==> src/rtl/rlf_pkg.sv <==
// Shared constants and codes for the RGB LED linear fader.
`default_nettype none
package rlf_pkg;

  localparam int unsigned LVL_W  = 8;   // color level width
  localparam int unsigned DUTY_W = 16;  // duty, period and full-scale width
  localparam int unsigned CNT_W  = 4;   // divider step counter width

  // Operation codes of an input item.
  localparam logic OP_TICK = 1'b0;
  localparam logic OP_SET  = 1'b1;

  // Register select, taken from paddr bit 2.
  localparam logic REG_TICK_PERIOD = 1'b0;
  localparam logic REG_FULL_SCALE  = 1'b1;

  localparam logic [DUTY_W-1:0] TICK_PERIOD_RST = 16'd10;
  localparam logic [DUTY_W-1:0] FULL_SCALE_RST  = 16'd255;

  // Divisor that maps a level onto the duty range.
  localparam logic [DUTY_W:0] LEVEL_MAX = 17'd255;

  // Last step index of each divider run.
  localparam logic [CNT_W-1:0] LDIV_LAST = 4'd7;
  localparam logic [CNT_W-1:0] DDIV_LAST = 4'd15;

endpackage
`default_nettype wire

==> src/rtl/rgb_led_linear_fader_unit.sv <==
// Top level of the RGB LED linear fader with its bit-serial divider.
`default_nettype none
// A set color transfer stores the target and works out the step count; a tick transfer yields
// one result. All levels and duties go through one shared restoring divider that produces one
// quotient bit per cycle: per channel 8 steps for the rounded level, run only while a fade
// is active, and 16 steps for the duty scaling. A new item is taken once the previous one is
// done; a finished result waits in the output register and only holds the block when a second
// result is ready before it is taken.
module rgb_led_linear_fader_unit (
  input  logic        clk_i,
  input  logic        rst_ni,
  input  logic        psel,
  input  logic        penable,
  input  logic        pwrite,
  input  logic [2:0]  paddr,
  input  logic [31:0] pwdata,
  output logic [31:0] prdata,
  output logic        pready,
  input  logic        in_valid_i,
  output logic        in_ready_o,
  input  logic        operation_i,
  input  logic [7:0]  target_red_i,
  input  logic [7:0]  target_green_i,
  input  logic [7:0]  target_blue_i,
  input  logic [15:0] fade_ms_i,
  output logic        out_valid_o,
  input  logic        out_ready_i,
  output logic [15:0] red_duty_o,
  output logic [15:0] green_duty_o,
  output logic [15:0] blue_duty_o,
  output logic        fading_o
);

  typedef enum logic [2:0] {
    ST_IDLE,
    ST_SET_DIV,
    ST_LVL_MUL,
    ST_LVL_DIV,
    ST_DUTY_MUL,
    ST_DUTY_DIV,
    ST_DONE
  } state_e;

  state_e state_q;

  logic [15:0] tick_period_q, full_scale_q;
  logic [7:0]  base_q [3];
  logic [7:0]  goal_q [3];
  logic [15:0] step_total_q, step_index_q;
  logic [15:0] dty_q [3];
  logic [1:0]  ch_q;
  logic [3:0]  cnt_q;
  logic [16:0] rem_q, dvs_q;
  logic [15:0] shf_q;
  logic        out_valid_q, fading_q;
  logic [15:0] red_q, green_q, blue_q;

  // Divider step.
  logic [18:0] diff;
  logic        ge;
  logic [16:0] rem_d;
  logic [15:0] shf_d;

  always_comb begin
    diff  = {1'b0, rem_q, shf_q[15]} - {2'b00, dvs_q};
    ge    = ~diff[18];
    rem_d = ge ? diff[16:0] : {rem_q[15:0], shf_q[15]};
    shf_d = {shf_q[14:0], ge};
  end

  // Channel datapath.
  logic        active, up;
  logic [7:0]  b_sel, g_sel, mag, level;
  logic [23:0] prod, duty_prod;
  logic [24:0] num;
  logic [15:0] per, fade_t;

  always_comb begin
    case (ch_q)
      2'd0: begin
        b_sel = base_q[0];
        g_sel = goal_q[0];
      end
      2'd1: begin
        b_sel = base_q[1];
        g_sel = goal_q[1];
      end
      default: begin
        b_sel = base_q[2];
        g_sel = goal_q[2];
      end
    endcase
    active = (step_index_q != 16'd0) && (step_total_q != 16'd0);
    up     = g_sel >= b_sel;
    mag    = up ? (g_sel - b_sel) : (b_sel - g_sel);
    prod   = {8'd0, step_index_q} * {16'd0, mag};
    // Rounded quotient with halves away from zero: (2*k*mag + n) / (2*n).
    num    = {prod, 1'b0} + {9'd0, step_total_q};
    if (!active) begin
      level = b_sel;
    end else if (up) begin
      level = b_sel + shf_q[7:0];
    end else begin
      level = b_sel - shf_q[7:0];
    end
    duty_prod = {16'd0, level} * {8'd0, full_scale_q};
    per       = (tick_period_q == 16'd0) ? 16'd1 : tick_period_q;
    fade_t    = (fade_ms_i > per) ? fade_ms_i : per;
  end

  logic cfg_wr;
  assign cfg_wr = psel & penable & pwrite;

  always_ff @(posedge clk_i or negedge rst_ni) begin
    if (!rst_ni) begin
      state_q       <= ST_IDLE;
      tick_period_q <= rlf_pkg::TICK_PERIOD_RST;
      full_scale_q  <= rlf_pkg::FULL_SCALE_RST;
      for (int i = 0; i < 3; i++) begin
        base_q[i] <= 8'd0;
        goal_q[i] <= 8'd0;
        dty_q[i]  <= 16'd0;
      end
      step_total_q <= 16'd0;
      step_index_q <= 16'd0;
      ch_q         <= 2'd0;
      cnt_q        <= 4'd0;
      rem_q        <= 17'd0;
      dvs_q        <= 17'd0;
      shf_q        <= 16'd0;
      out_valid_q  <= 1'b0;
      fading_q     <= 1'b0;
      red_q        <= 16'd0;
      green_q      <= 16'd0;
      blue_q       <= 16'd0;
    end else begin
      if (cfg_wr) begin
        case (paddr[2])
          rlf_pkg::REG_TICK_PERIOD: tick_period_q <= pwdata[15:0];
          default:                  full_scale_q  <= pwdata[15:0];
        endcase
      end

      // In the done state the output register is reloaded instead.
      if (out_valid_q && out_ready_i && (state_q != ST_DONE)) begin
        out_valid_q <= 1'b0;
      end

      case (state_q)
        ST_IDLE: begin
          if (in_valid_i) begin
            if (operation_i == rlf_pkg::OP_SET) begin
              goal_q[0] <= target_red_i;
              goal_q[1] <= target_green_i;
              goal_q[2] <= target_blue_i;
              rem_q     <= 17'd0;
              shf_q     <= fade_t;
              dvs_q     <= {1'b0, per};
              cnt_q     <= rlf_pkg::DDIV_LAST;
              state_q   <= ST_SET_DIV;
            end else begin
              ch_q    <= 2'd0;
              state_q <= ST_LVL_MUL;
            end
          end
        end
        ST_SET_DIV: begin
          rem_q <= rem_d;
          shf_q <= shf_d;
          cnt_q <= cnt_q - 4'd1;
          if (cnt_q == 4'd0) begin
            step_total_q <= shf_d;
            step_index_q <= 16'd1;
            state_q      <= ST_IDLE;
          end
        end
        ST_LVL_MUL: begin
          if (active) begin
            rem_q   <= num[24:8];
            shf_q   <= {num[7:0], 8'd0};
            dvs_q   <= {step_total_q, 1'b0};
            cnt_q   <= rlf_pkg::LDIV_LAST;
            state_q <= ST_LVL_DIV;
          end else begin
            state_q <= ST_DUTY_MUL;
          end
        end
        ST_LVL_DIV: begin
          rem_q <= rem_d;
          shf_q <= shf_d;
          cnt_q <= cnt_q - 4'd1;
          if (cnt_q == 4'd0) begin
            state_q <= ST_DUTY_MUL;
          end
        end
        ST_DUTY_MUL: begin
          // The top byte of level * full_scale is always below 255.
          rem_q   <= {9'd0, duty_prod[23:16]};
          shf_q   <= duty_prod[15:0];
          dvs_q   <= rlf_pkg::LEVEL_MAX;
          cnt_q   <= rlf_pkg::DDIV_LAST;
          state_q <= ST_DUTY_DIV;
        end
        ST_DUTY_DIV: begin
          rem_q <= rem_d;
          shf_q <= shf_d;
          cnt_q <= cnt_q - 4'd1;
          if (cnt_q == 4'd0) begin
            case (ch_q)
              2'd0:    dty_q[0] <= shf_d;
              2'd1:    dty_q[1] <= shf_d;
              default: dty_q[2] <= shf_d;
            endcase
            if (ch_q == 2'd2) begin
              state_q <= ST_DONE;
            end else begin
              ch_q    <= ch_q + 2'd1;
              state_q <= ST_LVL_MUL;
            end
          end
        end
        ST_DONE: begin
          if (!out_valid_q || out_ready_i) begin
            red_q       <= dty_q[0];
            green_q     <= dty_q[1];
            blue_q      <= dty_q[2];
            out_valid_q <= 1'b1;
            state_q     <= ST_IDLE;
            if (active && (step_index_q < step_total_q)) begin
              step_index_q <= step_index_q + 16'd1;
              fading_q     <= 1'b1;
            end else begin
              // The final step settles the base on the goal.
              if (active) begin
                for (int i = 0; i < 3; i++) begin
                  base_q[i] <= goal_q[i];
                end
              end
              step_index_q <= 16'd0;
              fading_q     <= 1'b0;
            end
          end
        end
        default: begin
          state_q <= ST_IDLE;
        end
      endcase
    end
  end

  always_comb begin
    case (paddr[2])
      rlf_pkg::REG_TICK_PERIOD: prdata = {16'd0, tick_period_q};
      default:                  prdata = {16'd0, full_scale_q};
    endcase
  end

  assign pready       = 1'b1;
  assign in_ready_o   = (state_q == ST_IDLE);
  assign out_valid_o  = out_valid_q;
  assign red_duty_o   = red_q;
  assign green_duty_o = green_q;
  assign blue_duty_o  = blue_q;
  assign fading_o     = fading_q;

endmodule
`default_nettype wire

==> config.mk <==
export PLATFORM = sky130hd
export DESIGN_NAME = rgb_led_linear_fader_unit
export DESIGN_NICKNAME = d
export VERILOG_FILES = /design/src/rtl/rlf_pkg.sv /design/src/rtl/rgb_led_linear_fader_unit.sv
export SDC_FILE = /design/constraint.sdc
export NUM_CORES = 1
export LEC_CHECK = 0
export BUFFER_PORTS_ARGS = -buffer_cell sky130_fd_sc_hd__buf_4
export CAP_MARGIN = 0
export CORE_UTILIZATION = 63
export DETAILED_ROUTE_END_ITERATION = 8
export MAX_ROUTING_LAYER = met4
export PLACE_DENSITY = 0.83
export SETUP_SLACK_MARGIN = 0.5
export SKIP_CTS_REPAIR_TIMING = 1
export SYNTH_ARGS = -nofsm -noshare
export SYNTH_HDL_FRONTEND = slang
export SYNTH_SLANG_ARGS = --single-unit
==> constraint.sdc <==
create_clock -name clk_i -period 11 [get_ports clk_i]
set_input_delay 2.2 -clock clk_i [delete_from_list [all_inputs] [get_ports clk_i]]
set_output_delay 2.2 -clock clk_i [all_outputs]
set_load 0.005 [all_outputs]
**Word level (Yosys, flattened, before mapping)**

Cells that the tools add are included.

- Register bits: 269
- Output and inout bits: 84

- Reductions and logical operators: 32
- Bitwise gates (word level): 6
- Multipliers: 2
- Add/sub/neg operators: 9
- Mux-type cells: 47
- Eq/ne operators: 18
- Order comparisons: 3

Operator list:

| kind | number |
|---|---|
| two-way mux 16 bit | 9 |
| two-way mux 17 bit | 7 |
| case mux 17 bit (4 select lines) | 1 |
| case mux 16 bit (4 select lines) | 1 |
| case mux 17 bit (3 select lines) | 1 |
| case mux 16 bit (2 select lines) | 1 |
| case mux 8 bit (2 select lines) | 2 |
| nonzero test 16 bit | 2 |
| adder 25 x 16 -> 25 bit | 1 |
| multiplier 16 x 8 -> 24 bit | 1 |
| multiplier 8 x 16 -> 24 bit | 1 |
| two-way mux 8 bit | 3 |
| subtractor 8 bit | 3 |
| two-way mux 3 bit | 7 |
| case mux 3 bit (7 select lines) | 1 |
| subtractor 18 x 17 -> 19 bit | 1 |
| adder 16 x 1 -> 16 bit (second input constant) | 1 |
| greater-than comparator 16 bit | 1 |
| zero test 16 bit | 1 |
| < comparator 16 bit | 1 |
| != test 2 bit (second input constant) | 8 |
| case mux 4 bit (4 select lines) | 1 |
| AND reduction 3 bit | 5 |
| two-way mux 4 bit | 3 |
| other kinds (30) | 54 |

**Logic depth before layout (Yosys ltp)**

- Word-level depth: 8
- Depth in mapped cells: 44
- Mapped depth without buffers: 41

**Worst setup path after synthesis**

No wires, ideal clock.

- Path kind: reg2reg
- From: register ch_q[0]
- To: register rem_q[6]
- Required time: 10.922 ns
- Arrival time: 9.422 ns
- Stages on the path, launching flop included: 44
- Setup slack: 1.501 ns
- Path buffers: 4
- Path through: dfrtp_1 -> inv_1 -> ha_1 -> buf_4 -> nor2_1 -> clkbuf_1 -> a21oi_1 -> inv_1 -> ha_1 -> inv_1 -> fa_1 -> a21o_1 -> a211o_1 -> a31oi_4 -> clkbuf_1 -> nand2_1 -> xnor2_1 -> ha_1 -> [... 8 more ...] -> nand2_1 -> fa_1 -> fa_1 -> inv_1 -> fa_1 -> inv_1 -> fa_1 -> inv_1 -> ha_1 -> o21a_1 -> o21ai_0 -> o21bai_1 -> a2111o_1 -> a311o_1 -> o41ai_1 -> xnor2_1 -> nand2_1 -> a21oi_1

- Longest elaborated chain between the ends: 8

Ends and longest elaborated chain:

| element | line | source |
|---|---|---|
| start, declared | rgb_led_linear_fader_unit.sv:51 | `logic [1:0] ch_q;` |
| start signal, assigned | rgb_led_linear_fader_unit.sv:217 | `ch_q <= ch_q + 2'd1;` |
| equality test 2 x 1 -> 1 bit or zero test 2 bit (tied branches) | rgb_led_linear_fader_unit.sv:79 | `case (ch_q)` |
| case mux 8 bit (2 select lines) | rgb_led_linear_fader_unit.sv:79 |  |
| subtractor 8 bit or >= comparator 8 bit (tied branches) | rgb_led_linear_fader_unit.sv:95, rgb_led_linear_fader_unit.sv:94 |  |
| two-way mux 8 bit | rgb_led_linear_fader_unit.sv:95 | `mag = up ? (g_sel - b_sel) : (b_sel - g_sel);` |
| multiplier 16 x 8 -> 24 bit | rgb_led_linear_fader_unit.sv:96 | `prod = {8'd0, step_index_q} * {16'd0, mag};` |
| adder 25 x 16 -> 25 bit | rgb_led_linear_fader_unit.sv:98 | `num = {prod, 1'b0} + {9'd0, step_total_q};` |
| two-way mux 17 bit | rgb_led_linear_fader_unit.sv:178 | `if (active) begin` |
| case mux 17 bit (4 select lines) (*) | rgb_led_linear_fader_unit.sv:149 | `case (state_q)` |
| end signal, assigned | rgb_led_linear_fader_unit.sv:168 | `rem_q <= rem_d;` |
| end signal, assigned | rgb_led_linear_fader_unit.sv:179 | `rem_q <= num[24:8];` |
| end signal, assigned | rgb_led_linear_fader_unit.sv:189 | `rem_q <= rem_d;` |
| end, declared | rgb_led_linear_fader_unit.sv:53 | `logic [16:0] rem_q, dvs_q;` |

Mark *: on every way between the ends. The rest lies on a longest branch, timed or not. The select of a mux whose other input is x is not followed.
A chain may end at the register's enable or synchronous reset.

**Worst setup path after layout**

- From: register ch_q[0]
- To: register rem_q[15]

- Longest elaborated chain between the ends: 8

Ends and longest elaborated chain:

| element | line |
|---|---|
| equality test 2 x 1 -> 1 bit or zero test 2 bit (tied branches) | rgb_led_linear_fader_unit.sv:79 |
| case mux 8 bit (2 select lines) | rgb_led_linear_fader_unit.sv:79 |
| subtractor 8 bit or >= comparator 8 bit (tied branches) | rgb_led_linear_fader_unit.sv:95, rgb_led_linear_fader_unit.sv:94 |
| two-way mux 8 bit (*) | rgb_led_linear_fader_unit.sv:95 |
| multiplier 16 x 8 -> 24 bit (*) | rgb_led_linear_fader_unit.sv:96 |
| adder 25 x 16 -> 25 bit (*) | rgb_led_linear_fader_unit.sv:98 |
| two-way mux 17 bit (*) | rgb_led_linear_fader_unit.sv:178 |
| case mux 17 bit (4 select lines) (*) | rgb_led_linear_fader_unit.sv:149 |

Marked as above.

==> impl_metrics.ini <==
[setup_path]
cp_max_fo = 16
critPathMaxStageDelay_ns = 1.00
cp_top_family = adder cells
path_class = register to register
cp-start-kind = register
critPathRequiredTime_ns = 11.46
crit_buf_inv = 4
arrival_ns = 10.57
cp-end-kind = register
cpMaxStageDelayCell = xnor2_1
path_common_cell = fa_1

[yosys]
synthTopCellsByArea = dfrtp_1, fa_1, ha_1, mux2_2, inv_1
syn_avg_cell_area_um2 = 9.64
synth-edff-count = 0
synth_area_um2 = 23800
synth_ff_type = dfrtp_1
synthesis.instances = 2468
synth_top_area_share_pct = 27.2
async_flop_share_pct = 100
synth.yosys.warnings = 0
ys_types = 82
synth_seq_area_share_pct = 28.3
synth_seq_cells = 269
synth_area_leader_cell = dfrtp_1

[die]
die_h_um = 196
start_util_pct = 64.5
dieArea_um2 = 38500
core_area_um2 = 36900
core.rowCount = 70
ios = 167
die_x_um = 196

[place]
io_buffers = 131
gp_congestion = 0.968
dp_hpwl_um = 45100

[cts]
clk_pin_slew_ns = 0.06
cts-root-buf = clkbuf_16
cts_num_sinks = 269
cts_buffers = 29
insertion_delay_ns = 0.59
cts_max_level = 1
tritoncts = built
cts_buffer_depth = 3

[sta]
fmax_mhz = 98.9
rsz0062_at_grt = true
skew_ns = 0.0257
fin_setup_tns_ns = 0
period_needed_ns = 10.11
post-route-period-util_pct = 91.9
tightest_slew_ns = 1.28
relSlewSlack_pct = 13.8
finalMaxSlewViolations = 0
whs_ns = 0.496
setup_violations = 0
finalHoldViolations = 0

[final_layout]
drive_gt1_share_pct = 16.9
area_growth_pct = 9.86
final_nets = 2973

[grt]
grt_first_pass_wirelength_um = 98200
grt_pass1_vias = 19200
grt_antenna_before_repair = 1
grt_max_degree = 105
grt_usage_pct = 32.9
overflow = 0

[routing]
drtPass1Iterations = 6
drt.antenna.violating_nets = 0
via_count = 18500
via_per_inst = 6.03
first_iter_violations = 1200
wl_per_cell_um = 19.6
drcViolationCount = 0
wl_um = 60100

[power_and_ir_drop]
power_density_nw_per_um2 = 264
worst_ir_drop_vdd_mv = 0.292
leakagePower_nw = 13.0

[flow_run]
cap_violations = 0

[outcome]
status = completed

[worst_hold_path]
hp-class = register to register
[cells by family after synthesis]
logic type      share of synthesized area [%]
compound gates                           13.0
xor+xnor                                 3.31
fa+ha+maj                                24.1
buf+inv                                  7.63
flops                                    28.3
mux                                      10.3
other cells                            0.0316
simple gates                             13.4
[synthesized netlist by cell type (5+ instances only)]
cell	n
a2111oi_0	5
a211oi_1	11
a21boi_0	6
a21o_1	41
a21oi_1	93
a221oi_1	23
a22o_1	14
a22oi_1	21
a31oi_1	8
and2_1	169
and3_1	9
buf_1	22
buf_2	9
buf_4	18
clkbuf_1	84
dfrtp_1	259
dfstp_2	10
fa_1	173
ha_1	179
inv_1	322
mux2_2	189
mux2i_1	32
nand2_1	178
nand2b_1	32
nand3_1	17
nand4_1	12
nor2_1	95
nor2b_1	14
nor3_1	37
nor4_1	15
o211ai_1	30
o21a_1	20
o21ai_0	105
o21bai_1	9
o221ai_1	12
o22ai_1	8
or2_2	5
or3_1	7
xnor2_1	67
xor2_1	21
[where the power goes]
part           switching, W  internal (W)  leakage, nW
clock network      0.000432      0.000589        0.479
logic               0.00263       0.00172         9.07
registers          0.000325       0.00121         3.42
[per-stage QoR]
| step | std cells | power, W | area (um2) | utilization (%) | worst slack [ns] |
|---|---|---|---|---|---|
| after floorplan | 2483 | 0.00454 | 23800 | - | 1.50 |
| after global placement | 3009 | 0.00554 | 25100 | 68.0 | 0.403 |
| after detailed placement | 3009 | 0.00571 | 25100 | 68.0 | 0.146 |
| after CTS | 3061 | 0.00678 | 26100 | 70.7 | 0.0810 |
| after global routing | 3064 | 0.00740 | 26100 | 70.9 | 0.417 |
| final | 3064 | 0.00690 | 26100 | 70.9 | 0.888 |
[sequential cells by signal, indices dropped and copies added (netlist names), 2 cells and up]
name and cells:
ch_q 2, cnt_q 4, step_index_q 16, rem_q 17, green_duty_o 16, red_duty_o 16, full_scale_q 16, dvs_q 17
step_total_q 16, state_q 3, dty_q 48, goal_q 24, base_q 24, tick_period_q 16, blue_duty_o 16, shf_q 16
[placed cells by master (no fill, tap or decap), types with 23 or more instances in the layout]
cell type	Yosys	routed
nand2b_1	32	32
a21oi_1	93	92
mux2i_1	32	32
a21o_1	41	41
and2_1	169	169
mux2_2	189	189
nor3_1	37	36
fa_1	173	173
a221oi_1	23	23
xnor2_1	67	66
nor2_1	95	94
inv_1	322	322
ha_1	179	177
o211ai_1	30	30
dfrtp_1	259	259
clkbuf_16	0	29
buf_4	18	159
nand2_1	178	178
o21ai_0	105	103
[worst paths after layout]
path	start	end	slack, ns	depth (start not counted)
max	ch_q[0]	rem_q[15]	0.89	36
min	dty_q[20]	green_duty_o[4]	0.50	1
max in group asynchronous	rst_ni	rem_q[16]	7.48	3
min reg2reg	dty_q[20]	green_duty_o[4]	0.50	1
max reg2reg	ch_q[0]	rem_q[15]	0.89	36
min in group asynchronous	rst_ni	goal_q[3]	1.67	1
[metal layers]
metal / GRT usage (%) / part of all wire, % / up-vias
met2: 54.3 / 48 / 705
met1: 40.9 / 40 / 9173
met3: 5.46 / 7.7 / 160
li1: - / - / 8430
met4: 11.8 / 3.7 / 0
met5: - / 0 / -
[cell type report]
| type | instances | area [um2] |
|---|---|---|
| multi-input cells | 1756 | 15400 |
| clock buffers | 37 | 806 |
| repair buffers | 160 | 1210 |
| clock inverters | 15 | 179 |
| diodes | 1 | 2.50 |
| flip-flops and latches | 269 | 6740 |
| fillers | 2658 | 10700 |
| well taps | 504 | 631 |
| inverters | 322 | 1210 |
Power figures use the tool's default switching activity.
